## src/gpio_prb_pkg.sv

```systemverilog
`default_nettype none

package gpio_prb_pkg;

	localparam int LOW_W         = 32;
	localparam int HIGH_W        = 22;
	localparam int IDX_W         = 6;
	localparam int FSEL_W        = 30;
	localparam int FSEL_WORDS    = 6;
	localparam int FSEL_IDX_W    = $clog2(FSEL_WORDS);
	localparam int PINS_PER_FSEL = 10;
	localparam int MODE_W        = 3;
	localparam int PULL_W        = 2;

	localparam logic OP_READ  = 1'b0;
	localparam logic OP_WRITE = 1'b1;

	localparam logic [IDX_W-1:0] W_SET_LO  = 6'd7;
	localparam logic [IDX_W-1:0] W_SET_HI  = 6'd8;
	localparam logic [IDX_W-1:0] W_CLR_LO  = 6'd10;
	localparam logic [IDX_W-1:0] W_CLR_HI  = 6'd11;
	localparam logic [IDX_W-1:0] W_LEV_LO  = 6'd13;
	localparam logic [IDX_W-1:0] W_LEV_HI  = 6'd14;
	localparam logic [IDX_W-1:0] W_PULL    = 6'd37;
	localparam logic [IDX_W-1:0] W_PCLK_LO = 6'd38;
	localparam logic [IDX_W-1:0] W_PCLK_HI = 6'd39;

	localparam logic [MODE_W-1:0] MODE_OUT = 3'd1;

	localparam logic [PULL_W-1:0] PULL_NONE = 2'd0;
	localparam logic [PULL_W-1:0] PULL_DN   = 2'd1;
	localparam logic [PULL_W-1:0] PULL_UP   = 2'd2;

	typedef struct packed {
		logic              opcode;
		logic [IDX_W-1:0]  word_index;
		logic [LOW_W-1:0]  write_data;
		logic [LOW_W-1:0]  pins_in_low;
		logic [HIGH_W-1:0] pins_in_high;
	} item_t;

	typedef struct packed {
		logic [LOW_W-1:0]  read_data;
		logic [LOW_W-1:0]  drive_low;
		logic [HIGH_W-1:0] drive_high;
		logic [LOW_W-1:0]  enable_low;
		logic [HIGH_W-1:0] enable_high;
		logic [LOW_W-1:0]  pullup_low;
		logic [HIGH_W-1:0] pullup_high;
		logic [LOW_W-1:0]  pulldown_low;
		logic [HIGH_W-1:0] pulldown_high;
	} result_t;

endpackage

`default_nettype wire

```

## src/gpio_prb_req_if.sv

```systemverilog
`default_nettype none

interface gpio_prb_req_if;
	import gpio_prb_pkg::*;

	logic              valid;
	logic              ready;
	logic              opcode;
	logic [IDX_W-1:0]  word_index;
	logic [LOW_W-1:0]  write_data;
	logic [LOW_W-1:0]  pins_in_low;
	logic [HIGH_W-1:0] pins_in_high;

	modport source (
		output valid, opcode, word_index, write_data, pins_in_low, pins_in_high,
		input  ready
	);

	modport sink (
		input  valid, opcode, word_index, write_data, pins_in_low, pins_in_high,
		output ready
	);
endinterface

`default_nettype wire

```

## src/gpio_prb_rsp_if.sv

```systemverilog
`default_nettype none

interface gpio_prb_rsp_if;
	import gpio_prb_pkg::*;

	logic              valid;
	logic              ready;
	logic [LOW_W-1:0]  read_data;
	logic [LOW_W-1:0]  drive_low;
	logic [HIGH_W-1:0] drive_high;
	logic [LOW_W-1:0]  enable_low;
	logic [HIGH_W-1:0] enable_high;
	logic [LOW_W-1:0]  pullup_low;
	logic [HIGH_W-1:0] pullup_high;
	logic [LOW_W-1:0]  pulldown_low;
	logic [HIGH_W-1:0] pulldown_high;

	modport source (
		output valid, read_data, drive_low, drive_high, enable_low, enable_high,
		       pullup_low, pullup_high, pulldown_low, pulldown_high,
		input  ready
	);

	modport sink (
		input  valid, read_data, drive_low, drive_high, enable_low, enable_high,
		       pullup_low, pullup_high, pulldown_low, pulldown_high,
		output ready
	);
endinterface

`default_nettype wire

```

## src/gpio_prb_regs.sv

```systemverilog
`default_nettype none

module gpio_prb_regs #(
	parameter int NUM_PINS = 54
) (
	input  logic                  clk,
	input  logic                  arst_n,
	input  logic                  step,
	input  gpio_prb_pkg::item_t   item,
	output gpio_prb_pkg::result_t result
);
	import gpio_prb_pkg::*;

	// pins of the high bank that exist and can be seen on the ports
	localparam int HI_PINS   = (NUM_PINS - LOW_W < HIGH_W) ? NUM_PINS - LOW_W : HIGH_W;
	localparam int PULL_PINS = LOW_W + HI_PINS;
	localparam logic [HIGH_W-1:0] HI_MASK = HIGH_W'((64'd1 << HI_PINS) - 64'd1);

	logic [FSEL_W-1:0] fsel_q [FSEL_WORDS];
	logic [FSEL_W-1:0] fsel_d [FSEL_WORDS];
	logic [LOW_W-1:0]  latch_lo_q, latch_lo_d;
	logic [HIGH_W-1:0] latch_hi_q, latch_hi_d;
	logic [PULL_W-1:0] pull_ctl_q, pull_ctl_d;
	logic [PULL_W-1:0] pull_q [PULL_PINS];
	logic [PULL_W-1:0] pull_d [PULL_PINS];

	logic              wr;
	logic [LOW_W-1:0]  en_lo_cur, en_lo_nxt;
	logic [HIGH_W-1:0] en_hi_cur, en_hi_nxt;
	logic [LOW_W-1:0]  lev_lo, rd;
	logic [HIGH_W-1:0] lev_hi;
	logic [LOW_W-1:0]  up_lo, dn_lo;
	logic [HIGH_W-1:0] up_hi, dn_hi;

	assign wr = (item.opcode == OP_WRITE);

	always_comb begin
		for (int w = 0; w < FSEL_WORDS; w++) begin
			fsel_d[w] = (wr && item.word_index == IDX_W'(w)) ?
				item.write_data[FSEL_W-1:0] : fsel_q[w];
		end
	end

	always_comb begin
		latch_lo_d = latch_lo_q;
		latch_hi_d = latch_hi_q;
		if (wr) begin
			unique case (item.word_index)
				W_SET_LO: latch_lo_d = latch_lo_q | item.write_data;
				W_SET_HI: latch_hi_d = latch_hi_q | (item.write_data[HIGH_W-1:0] & HI_MASK);
				W_CLR_LO: latch_lo_d = latch_lo_q & ~item.write_data;
				W_CLR_HI: latch_hi_d = latch_hi_q & ~item.write_data[HIGH_W-1:0];
				default: ;
			endcase
		end
	end

	assign pull_ctl_d = (wr && item.word_index == W_PULL) ?
		item.write_data[PULL_W-1:0] : pull_ctl_q;

	// latch the pull control into every pin whose bit is set in the bank write
	always_comb begin
		for (int p = 0; p < PULL_PINS; p++) begin
			if (wr && item.word_index == ((p < LOW_W) ? W_PCLK_LO : W_PCLK_HI) &&
			    item.write_data[p % LOW_W])
				pull_d[p] = pull_ctl_q;
			else
				pull_d[p] = pull_q[p];
		end
	end

	always_comb begin
		for (int b = 0; b < LOW_W; b++) begin
			en_lo_cur[b] = (fsel_q[b / PINS_PER_FSEL][MODE_W * (b % PINS_PER_FSEL) +: MODE_W]
				== MODE_OUT);
			en_lo_nxt[b] = (fsel_d[b / PINS_PER_FSEL][MODE_W * (b % PINS_PER_FSEL) +: MODE_W]
				== MODE_OUT);
		end
		for (int b = 0; b < HIGH_W; b++) begin
			en_hi_cur[b] = (fsel_q[(b + LOW_W) / PINS_PER_FSEL]
				[MODE_W * ((b + LOW_W) % PINS_PER_FSEL) +: MODE_W] == MODE_OUT) && HI_MASK[b];
			en_hi_nxt[b] = (fsel_d[(b + LOW_W) / PINS_PER_FSEL]
				[MODE_W * ((b + LOW_W) % PINS_PER_FSEL) +: MODE_W] == MODE_OUT) && HI_MASK[b];
		end
	end

	// level words: latch for output pins, sampled input for the rest
	assign lev_lo = (latch_lo_q & en_lo_cur) | (item.pins_in_low & ~en_lo_cur);
	assign lev_hi = ((latch_hi_q & en_hi_cur) | (item.pins_in_high & ~en_hi_cur)) & HI_MASK;

	always_comb begin
		rd = '0;
		if (!wr) begin
			if (item.word_index < IDX_W'(FSEL_WORDS)) begin
				rd = LOW_W'(fsel_q[item.word_index[FSEL_IDX_W-1:0]]);
			end else begin
				unique case (item.word_index)
					W_LEV_LO: rd = lev_lo;
					W_LEV_HI: rd = LOW_W'(lev_hi);
					W_PULL:   rd = LOW_W'(pull_ctl_q);
					default:  rd = '0;
				endcase
			end
		end
	end

	always_comb begin
		for (int p = 0; p < LOW_W; p++) begin
			up_lo[p] = (pull_d[p] == PULL_UP);
			dn_lo[p] = (pull_d[p] == PULL_DN);
		end
	end

	for (genvar b = 0; b < HIGH_W; b++) begin : g_hi_pull
		if (b < HI_PINS) begin : g_on
			assign up_hi[b] = (pull_d[b + LOW_W] == PULL_UP);
			assign dn_hi[b] = (pull_d[b + LOW_W] == PULL_DN);
		end else begin : g_off
			assign up_hi[b] = 1'b0;
			assign dn_hi[b] = 1'b0;
		end
	end

	assign result.read_data     = rd;
	assign result.drive_low     = latch_lo_d;
	assign result.drive_high    = latch_hi_d;
	assign result.enable_low    = en_lo_nxt;
	assign result.enable_high   = en_hi_nxt;
	assign result.pullup_low    = up_lo;
	assign result.pullup_high   = up_hi;
	assign result.pulldown_low  = dn_lo;
	assign result.pulldown_high = dn_hi;

	always_ff @(posedge clk or negedge arst_n) begin
		if (!arst_n) begin
			for (int w = 0; w < FSEL_WORDS; w++) fsel_q[w] <= '0;
			latch_lo_q <= '0;
			latch_hi_q <= '0;
			pull_ctl_q <= PULL_NONE;
			for (int p = 0; p < PULL_PINS; p++) pull_q[p] <= PULL_NONE;
		end else if (step) begin
			for (int w = 0; w < FSEL_WORDS; w++) fsel_q[w] <= fsel_d[w];
			latch_lo_q <= latch_lo_d;
			latch_hi_q <= latch_hi_d;
			pull_ctl_q <= pull_ctl_d;
			for (int p = 0; p < PULL_PINS; p++) pull_q[p] <= pull_d[p];
		end
	end

	a_write_reads_zero: assert property (@(posedge clk) disable iff (!arst_n)
		step && wr |-> result.read_data == '0)
		else $error("write access returned non-zero read data");

	a_pull_exclusive: assert property (@(posedge clk) disable iff (!arst_n)
		step |-> ((result.pullup_low & result.pulldown_low) == '0) &&
		         ((result.pullup_high & result.pulldown_high) == '0))
		else $error("pin shows pull-up and pull-down together");

	a_state_holds: assert property (@(posedge clk) disable iff (!arst_n)
		!step |=> $stable(latch_lo_q) && $stable(latch_hi_q) && $stable(pull_ctl_q))
		else $error("register state changed without an access");

	a_absent_pins_clear: assert property (@(posedge clk) disable iff (!arst_n)
		(latch_hi_q & ~HI_MASK) == '0)
		else $error("output latch holds a bit of an absent pin");

endmodule

`default_nettype wire

```

## src/gpio_port_register_block_core.sv

```systemverilog
// An access waits in the input register until the result register is free or draining,
// is then loaded into the result register together with the register file update, and
// transfers out when the result side is not stalled.
// Throughput: one access per cycle while the result side is not stalled.
// Reset: asynchronous, active low; clears function selects, output latch and pull state.
`default_nettype none

module gpio_port_register_block_core #(
	parameter int NUM_PINS = 54
) (
	input  logic                  clk,
	input  logic                  arst_n,
	gpio_prb_req_if.sink          req,
	gpio_prb_rsp_if.source        rsp
);
	import gpio_prb_pkg::*;

	logic    valid_s1;
	item_t   item_s1;
	logic    valid_s2;
	result_t res_s2;
	result_t res_c;
	logic    adv;

	// advance the held access whenever the result register is free or draining
	assign adv       = valid_s1 && (!valid_s2 || rsp.ready);
	assign req.ready = !valid_s1 || adv;

	gpio_prb_regs #(
		.NUM_PINS (NUM_PINS)
	) u_regs (
		.clk    (clk),
		.arst_n (arst_n),
		.step   (adv),
		.item   (item_s1),
		.result (res_c)
	);

	always_ff @(posedge clk or negedge arst_n) begin
		if (!arst_n) begin
			valid_s1 <= 1'b0;
			valid_s2 <= 1'b0;
		end else begin
			if (req.ready)
				valid_s1 <= req.valid;
			if (adv)
				valid_s2 <= 1'b1;
			else if (rsp.ready)
				valid_s2 <= 1'b0;
		end
	end

	always_ff @(posedge clk) begin
		if (req.valid && req.ready) begin
			item_s1.opcode       <= req.opcode;
			item_s1.word_index   <= req.word_index;
			item_s1.write_data   <= req.write_data;
			item_s1.pins_in_low  <= req.pins_in_low;
			item_s1.pins_in_high <= req.pins_in_high;
		end
		if (adv)
			res_s2 <= res_c;
	end

	assign rsp.valid         = valid_s2;
	assign rsp.read_data     = res_s2.read_data;
	assign rsp.drive_low     = res_s2.drive_low;
	assign rsp.drive_high    = res_s2.drive_high;
	assign rsp.enable_low    = res_s2.enable_low;
	assign rsp.enable_high   = res_s2.enable_high;
	assign rsp.pullup_low    = res_s2.pullup_low;
	assign rsp.pullup_high   = res_s2.pullup_high;
	assign rsp.pulldown_low  = res_s2.pulldown_low;
	assign rsp.pulldown_high = res_s2.pulldown_high;

	a_s1_holds: assert property (@(posedge clk) disable iff (!arst_n)
		valid_s1 && !adv |=> valid_s1)
		else $error("held access dropped before it advanced");

	a_adv_fills_s2: assert property (@(posedge clk) disable iff (!arst_n)
		adv |=> valid_s2)
		else $error("advanced access did not reach the result register");

	a_no_needless_stall: assert property (@(posedge clk) disable iff (!arst_n)
		!valid_s2 |-> req.ready)
		else $error("input stalled while the result register is empty");

endmodule

`default_nettype wire

```

## src/flat_wrapper.sv

```systemverilog
// flat-port wrapper written by rule: the top's interface ports become plain ports
module gpio_port_register_block_core_flat import gpio_prb_pkg::*;
#(
	parameter int NUM_PINS = 54
)
  (clk, arst_n, req_valid, req_opcode, req_word_index, req_write_data, req_pins_in_low, req_pins_in_high, req_ready, rsp_valid, rsp_read_data, rsp_drive_low, rsp_drive_high, rsp_enable_low, rsp_enable_high, rsp_pullup_low, rsp_pullup_high, rsp_pulldown_low, rsp_pulldown_high, rsp_ready);
  gpio_prb_req_if req_i ();
  gpio_prb_rsp_if rsp_i ();
  input  logic clk;
  input  logic arst_n;
  input wire logic [$bits(req_i.valid)-1:0] req_valid;
  input wire logic [$bits(req_i.opcode)-1:0] req_opcode;
  input wire logic [$bits(req_i.word_index)-1:0] req_word_index;
  input wire logic [$bits(req_i.write_data)-1:0] req_write_data;
  input wire logic [$bits(req_i.pins_in_low)-1:0] req_pins_in_low;
  input wire logic [$bits(req_i.pins_in_high)-1:0] req_pins_in_high;
  output wire logic [$bits(req_i.ready)-1:0] req_ready;
  output wire logic [$bits(rsp_i.valid)-1:0] rsp_valid;
  output wire logic [$bits(rsp_i.read_data)-1:0] rsp_read_data;
  output wire logic [$bits(rsp_i.drive_low)-1:0] rsp_drive_low;
  output wire logic [$bits(rsp_i.drive_high)-1:0] rsp_drive_high;
  output wire logic [$bits(rsp_i.enable_low)-1:0] rsp_enable_low;
  output wire logic [$bits(rsp_i.enable_high)-1:0] rsp_enable_high;
  output wire logic [$bits(rsp_i.pullup_low)-1:0] rsp_pullup_low;
  output wire logic [$bits(rsp_i.pullup_high)-1:0] rsp_pullup_high;
  output wire logic [$bits(rsp_i.pulldown_low)-1:0] rsp_pulldown_low;
  output wire logic [$bits(rsp_i.pulldown_high)-1:0] rsp_pulldown_high;
  input wire logic [$bits(rsp_i.ready)-1:0] rsp_ready;
  assign req_i.valid = req_valid;
  assign req_i.opcode = req_opcode;
  assign req_i.word_index = req_word_index;
  assign req_i.write_data = req_write_data;
  assign req_i.pins_in_low = req_pins_in_low;
  assign req_i.pins_in_high = req_pins_in_high;
  assign req_ready = req_i.ready;
  assign rsp_valid = rsp_i.valid;
  assign rsp_read_data = rsp_i.read_data;
  assign rsp_drive_low = rsp_i.drive_low;
  assign rsp_drive_high = rsp_i.drive_high;
  assign rsp_enable_low = rsp_i.enable_low;
  assign rsp_enable_high = rsp_i.enable_high;
  assign rsp_pullup_low = rsp_i.pullup_low;
  assign rsp_pullup_high = rsp_i.pullup_high;
  assign rsp_pulldown_low = rsp_i.pulldown_low;
  assign rsp_pulldown_high = rsp_i.pulldown_high;
  assign rsp_i.ready = rsp_ready;
  gpio_port_register_block_core #(.NUM_PINS(NUM_PINS)) u_core (.clk(clk), .arst_n(arst_n), .req(req_i), .rsp(rsp_i));
endmodule
```

## config.mk

```make
export PLATFORM = sky130hd
export DESIGN_NAME = gpio_port_register_block_core_flat
export DESIGN_NICKNAME = d
export VERILOG_FILES = /design/src/gpio_prb_pkg.sv /design/src/gpio_prb_req_if.sv /design/src/gpio_prb_rsp_if.sv /design/src/gpio_prb_regs.sv /design/src/gpio_port_register_block_core.sv /design/src/flat_wrapper.sv
export SDC_FILE = /design/constraint.sdc
export NUM_CORES = 1
export LEC_CHECK = 0
export ABC_CLOCK_PERIOD_IN_PS = 13900
export BUFFER_PORTS_ARGS = -buffer_cell sky130_fd_sc_hd__buf_4
export CAP_MARGIN = 25
export CORE_UTILIZATION = 40
export CTS_BUF_LIST = sky130_fd_sc_hd__clkbuf_2
export CTS_CLUSTER_DIAMETER = 150
export CTS_CLUSTER_SIZE = 8
export DETAILED_ROUTE_END_ITERATION = 6
export GPL_ROUTABILITY_DRIVEN = 1
export GPL_TIMING_DRIVEN = 0
export PLACE_DENSITY = 0.65
export SETUP_SLACK_MARGIN = 0.1
export SLEW_MARGIN = 15
export SYNTH_ARGS = -nofsm -noshare
export SYNTH_HDL_FRONTEND = slang
export SYNTH_SLANG_ARGS = --single-unit
```

## constraint.sdc

```tcl
create_clock -name clk -period 13.9 [get_ports clk]
set_clock_uncertainty 0.05 [all_clocks]
set_input_delay 2.78 -clock clk [delete_from_list [all_inputs] [get_ports clk]]
set_output_delay 2.78 -clock clk [all_outputs]
set_load 0.02 [all_outputs]
```

==> results.sh <==
export IMPL_num_nets_final=2781
export IMPL_path_clk_slew_ns=0.14
export IMPL_cts_root_buf="clkbuf_2"
export IMPL_routed_wl_um=95830
export IMPL_ys_ff_latch=687
export IMPL_postRouteAntennaNets=0
export IMPL_grt_pass1_wl_um=139100
export IMPL_cts_resized=0
export IMPL_grt_pass1_vias=21040
export IMPL_ios=347
export IMPL_rsz0062_at_grt="false"
export IMPL_maxCapViolCount=0
export IMPL_synth_top_area_share_pct=34.04
export IMPL_tightest_slew_ns=1.076
export IMPL_required_ns=11.07
export IMPL_final_hold_viol_count=0
export IMPL_dp_hpwl_um=70110
export IMPL_hold_class="flip-flop to flip-flop"
export IMPL_synth_cell_types=45
export IMPL_cts_buffer_depth=3
export IMPL_synthTopCellsByArea="edfxtp_1 34%, dfrtp_1 29%, mux2_2 9.1%, mux2i_1 7.7%, o21ai_0 4.5%"
export IMPL_status="completed"
export IMPL_cts_tree="done"
export IMPL_vias=20730
export IMPL_cts_hold_buffers=0
export IMPL_arrival_ns=3.46
export IMPL_fmax_mhz=158.9
export IMPL_synth_top_area_cell="edfxtp_1"
export IMPL_pwr_share_seq_pct=60.0
export IMPL_final_cells=3721
export IMPL_async_flop_share_pct=50.36
export IMPL_post_route_util_pct=47.05
export IMPL_period_needed_ns=6.294
export IMPL_power_density_mw_per_mm2=112.6
export IMPL_leakagePower_nw=15.25
export IMPL_setup_viol=0
export IMPL_power_frac_clock_pct=27.0
export IMPL_die_x_um=276.2
export IMPL_yosysWarnings=0
export IMPL_critPathLaunchType="primary input"
export IMPL_synthCells=2230
export IMPL_synth_edf_count=341
export IMPL_syn_area_mm2=0.03008
export IMPL_grt_overflow_total=0
export IMPL_drt_iter0_drc=1896
export IMPL_grt_max_degree=113
export IMPL_cts_htree_levels=3
export IMPL_slew_headroom_pct=28.26
export IMPL_routabilityCongestion=0.9039
export IMPL_portBuffers=346
export IMPL_cts_buffers=95
export IMPL_antenna_found_initial=10
export IMPL_core_area_mm2=0.07445
export IMPL_die_area_mm2=0.07631
export IMPL_die_y_um=276.2
export IMPL_track_usage_pct=24.68
export IMPL_crit_type="primary input to primary output"
export IMPL_internal_power_mw=2.814
export IMPL_cp_end_kind="primary output"
export IMPL_critPathMaxFanout=3
export IMPL_avgSynthCellArea_um2=13.49
export IMPL_drive_above_1_share_pct=31.36
export IMPL_clkLatencyLatePin_ns=1.25
export IMPL_placed_cells=3556
export IMPL_ys_seq_area_share_pct=62.82
export IMPL_wire_per_inst_um=25.75
export IMPL_drt_pass1_iter_count=5
export IMPL_area_growth_pct=16.43
export IMPL_p_sw_mw=1.130
export IMPL_vdd_drop_max_mv=0.06032
export IMPL_synth_ff_type="dfrtp_1"
export IMPL_drc=0
export IMPL_drv_slew=0
export IMPL_tns_ns=0
export IMPL_cts_sinks=687
export IMPL_synth_fp_nets=2327
export IMPL_comb_power_share_pct=13.0
export IMPL_p_sw_share_pct=28.66
export IMPL_postCtsSetupBuffers=0
export IMPL_period_share_pct=45.28
export IMPL_avgViaCountPerCell=5.572
export IMPL_start_util_pct=40.41
export IMPL_rows=100
-- final cells by class --
| cell class | count | area [um2] |
|---|---|---|
| diodes | 3 | 7.507 |
| plain buffers | 149 | 610.6 |
| clock buffers | 156 | 780.7 |
| clock inverters | 6 | 105.1 |
| fillers | 6696 | 39420 |
| inverters | 25 | 101.3 |
| multi-input cells | 1369 | 10490 |
| flip-flops and latches | 687 | 18900 |
| well taps | 969 | 1212 |
| repair buffers | 357 | 2818 |
-- through the flow --
| stage | cell area (um2) | hold WS [ns] | total power, mW | setup WS [ns] |
|---|---|---|---|---|
| after global placement | 33890 | 0.4176 | 2.919 | 0.7427 |
| after CTS | 35020 | 0.4575 | 3.977 | 7.647 |
| after global routing | 35020 | 0.4798 | 4.104 | 7.637 |
| after floorplan | 30080 | 0.4078 | 2.672 | 4.667 |
| after detailed placement | 34130 | 0.4289 | 2.921 | 7.652 |
| final | 35030 | 0.4597 | 3.944 | 7.606 |
-- cell usage after synthesis, types with 2 or more instances --
master and number:
mux2_1 48, clkinv_1 2, a31oi_1 2, nor4b_2 2, mux2i_1 232, clkbuf_1 103
nand3_1 30, edfxtp_1 341, o22ai_1 29, inv_1 23, nor4_1 2, nor3_1 10
nor3_2 41, a21oi_1 30, nand4_1 3, nor2b_1 4, dfrtp_1 346, nand2b_1 117
mux4_2 10, nand2_1 154, buf_2 38, o21ai_0 268, o22a_1 20, buf_1 7
mux2_2 243, a22o_1 10, nor3b_1 52, nor2_1 46
-- worst max-delay path, stage by stage --
cell and delay [ns]:
buf_4 0.11, nand3b_1 0.30, buf_4 0.27
-- flip-flops by register name, summed over array words and instances (netlist names), 2 cells and up --
register,cells
u_core.u_regs.pull_ctl_q,2
u_core.u_regs.pull_q,108
u_core.rsp.pulldown_low,32
u_core.rsp.enable_low,32
u_core.u_regs.latch_lo_q,32
u_core.rsp.pullup_low,32
u_core.rsp.enable_high,22
u_core.rsp.drive_low,32
u_core.rsp.pullup_high,22
u_core.rsp.pulldown_high,22
u_core.u_regs.fsel_q,180
u_core.u_regs.latch_hi_q,22
u_core.item_s1,93
u_core.rsp.read_data,32
u_core.rsp.drive_high,22
-- power by group through the flow --
stage	clock network (mW)	registers [mW]	logic, mW
after floorplan	0	2.46	0.208
after global placement	0	2.43	0.492
after detailed placement	0	2.41	0.513
after CTS	1.10	2.37	0.514
after global routing	1.18	2.38	0.543
final	1.06	2.37	0.514
-- cells in the final DEF (no fill, tap or decap), drive strengths merged, types with 2 or more instances in the layout --
cell,instances
a22o,10
o22ai,29
dfrtp,346
nor2b,4
nor2,46
inv,25
nor4,2
nand2,154
mux2,291
a21oi,30
diode,3
mux2i,232
nand4,3
o22a,20
edfxtp,341
a31oi,2
mux4,10
nor4b,2
clkbuf,259
and4bb,2
nand3,30
nor3,51
clkinv,2
nand2b,117
buf,403
o21ai,269
bufinv,3
nor3b,52
-- per-layer routing --
layer,track usage (%),wire length [um],up-vias
met5,0,59,-
met4,8.967,3478,10
met3,5.467,7445,196
met2,39.77,45050,961
met1,32.72,39800,10500
li1,-,-,9066
-- worst paths after layout --
path | from | endpoint | slack (ns) | cells after the start
max | rsp_ready | req_ready | 7.61 | 3
min reg2reg | u_core.u_regs.fsel_q[22] | u_core.u_regs.fsel_q[22] | 0.46 | 1
min | u_core.u_regs.fsel_q[22] | u_core.u_regs.fsel_q[22] | 0.46 | 1
min in group asynchronous | arst_n | u_core.u_regs.pull_q[54] | 1.46 | 1
max in group asynchronous | arst_n | u_core.u_regs.fsel_q[74] | 11.28 | 2
max reg2reg | u_core.item_s1[90] | u_core.rsp.enable_high[2] | 10.81 | 4
-- logic make-up after synthesis --
kind of cell | synth area share (%)
compound gates | 6.650
flops | 62.82
buf+inv | 2.342
mux | 19.36
simple gates | 8.830
Power figures use the tool's default switching activity.
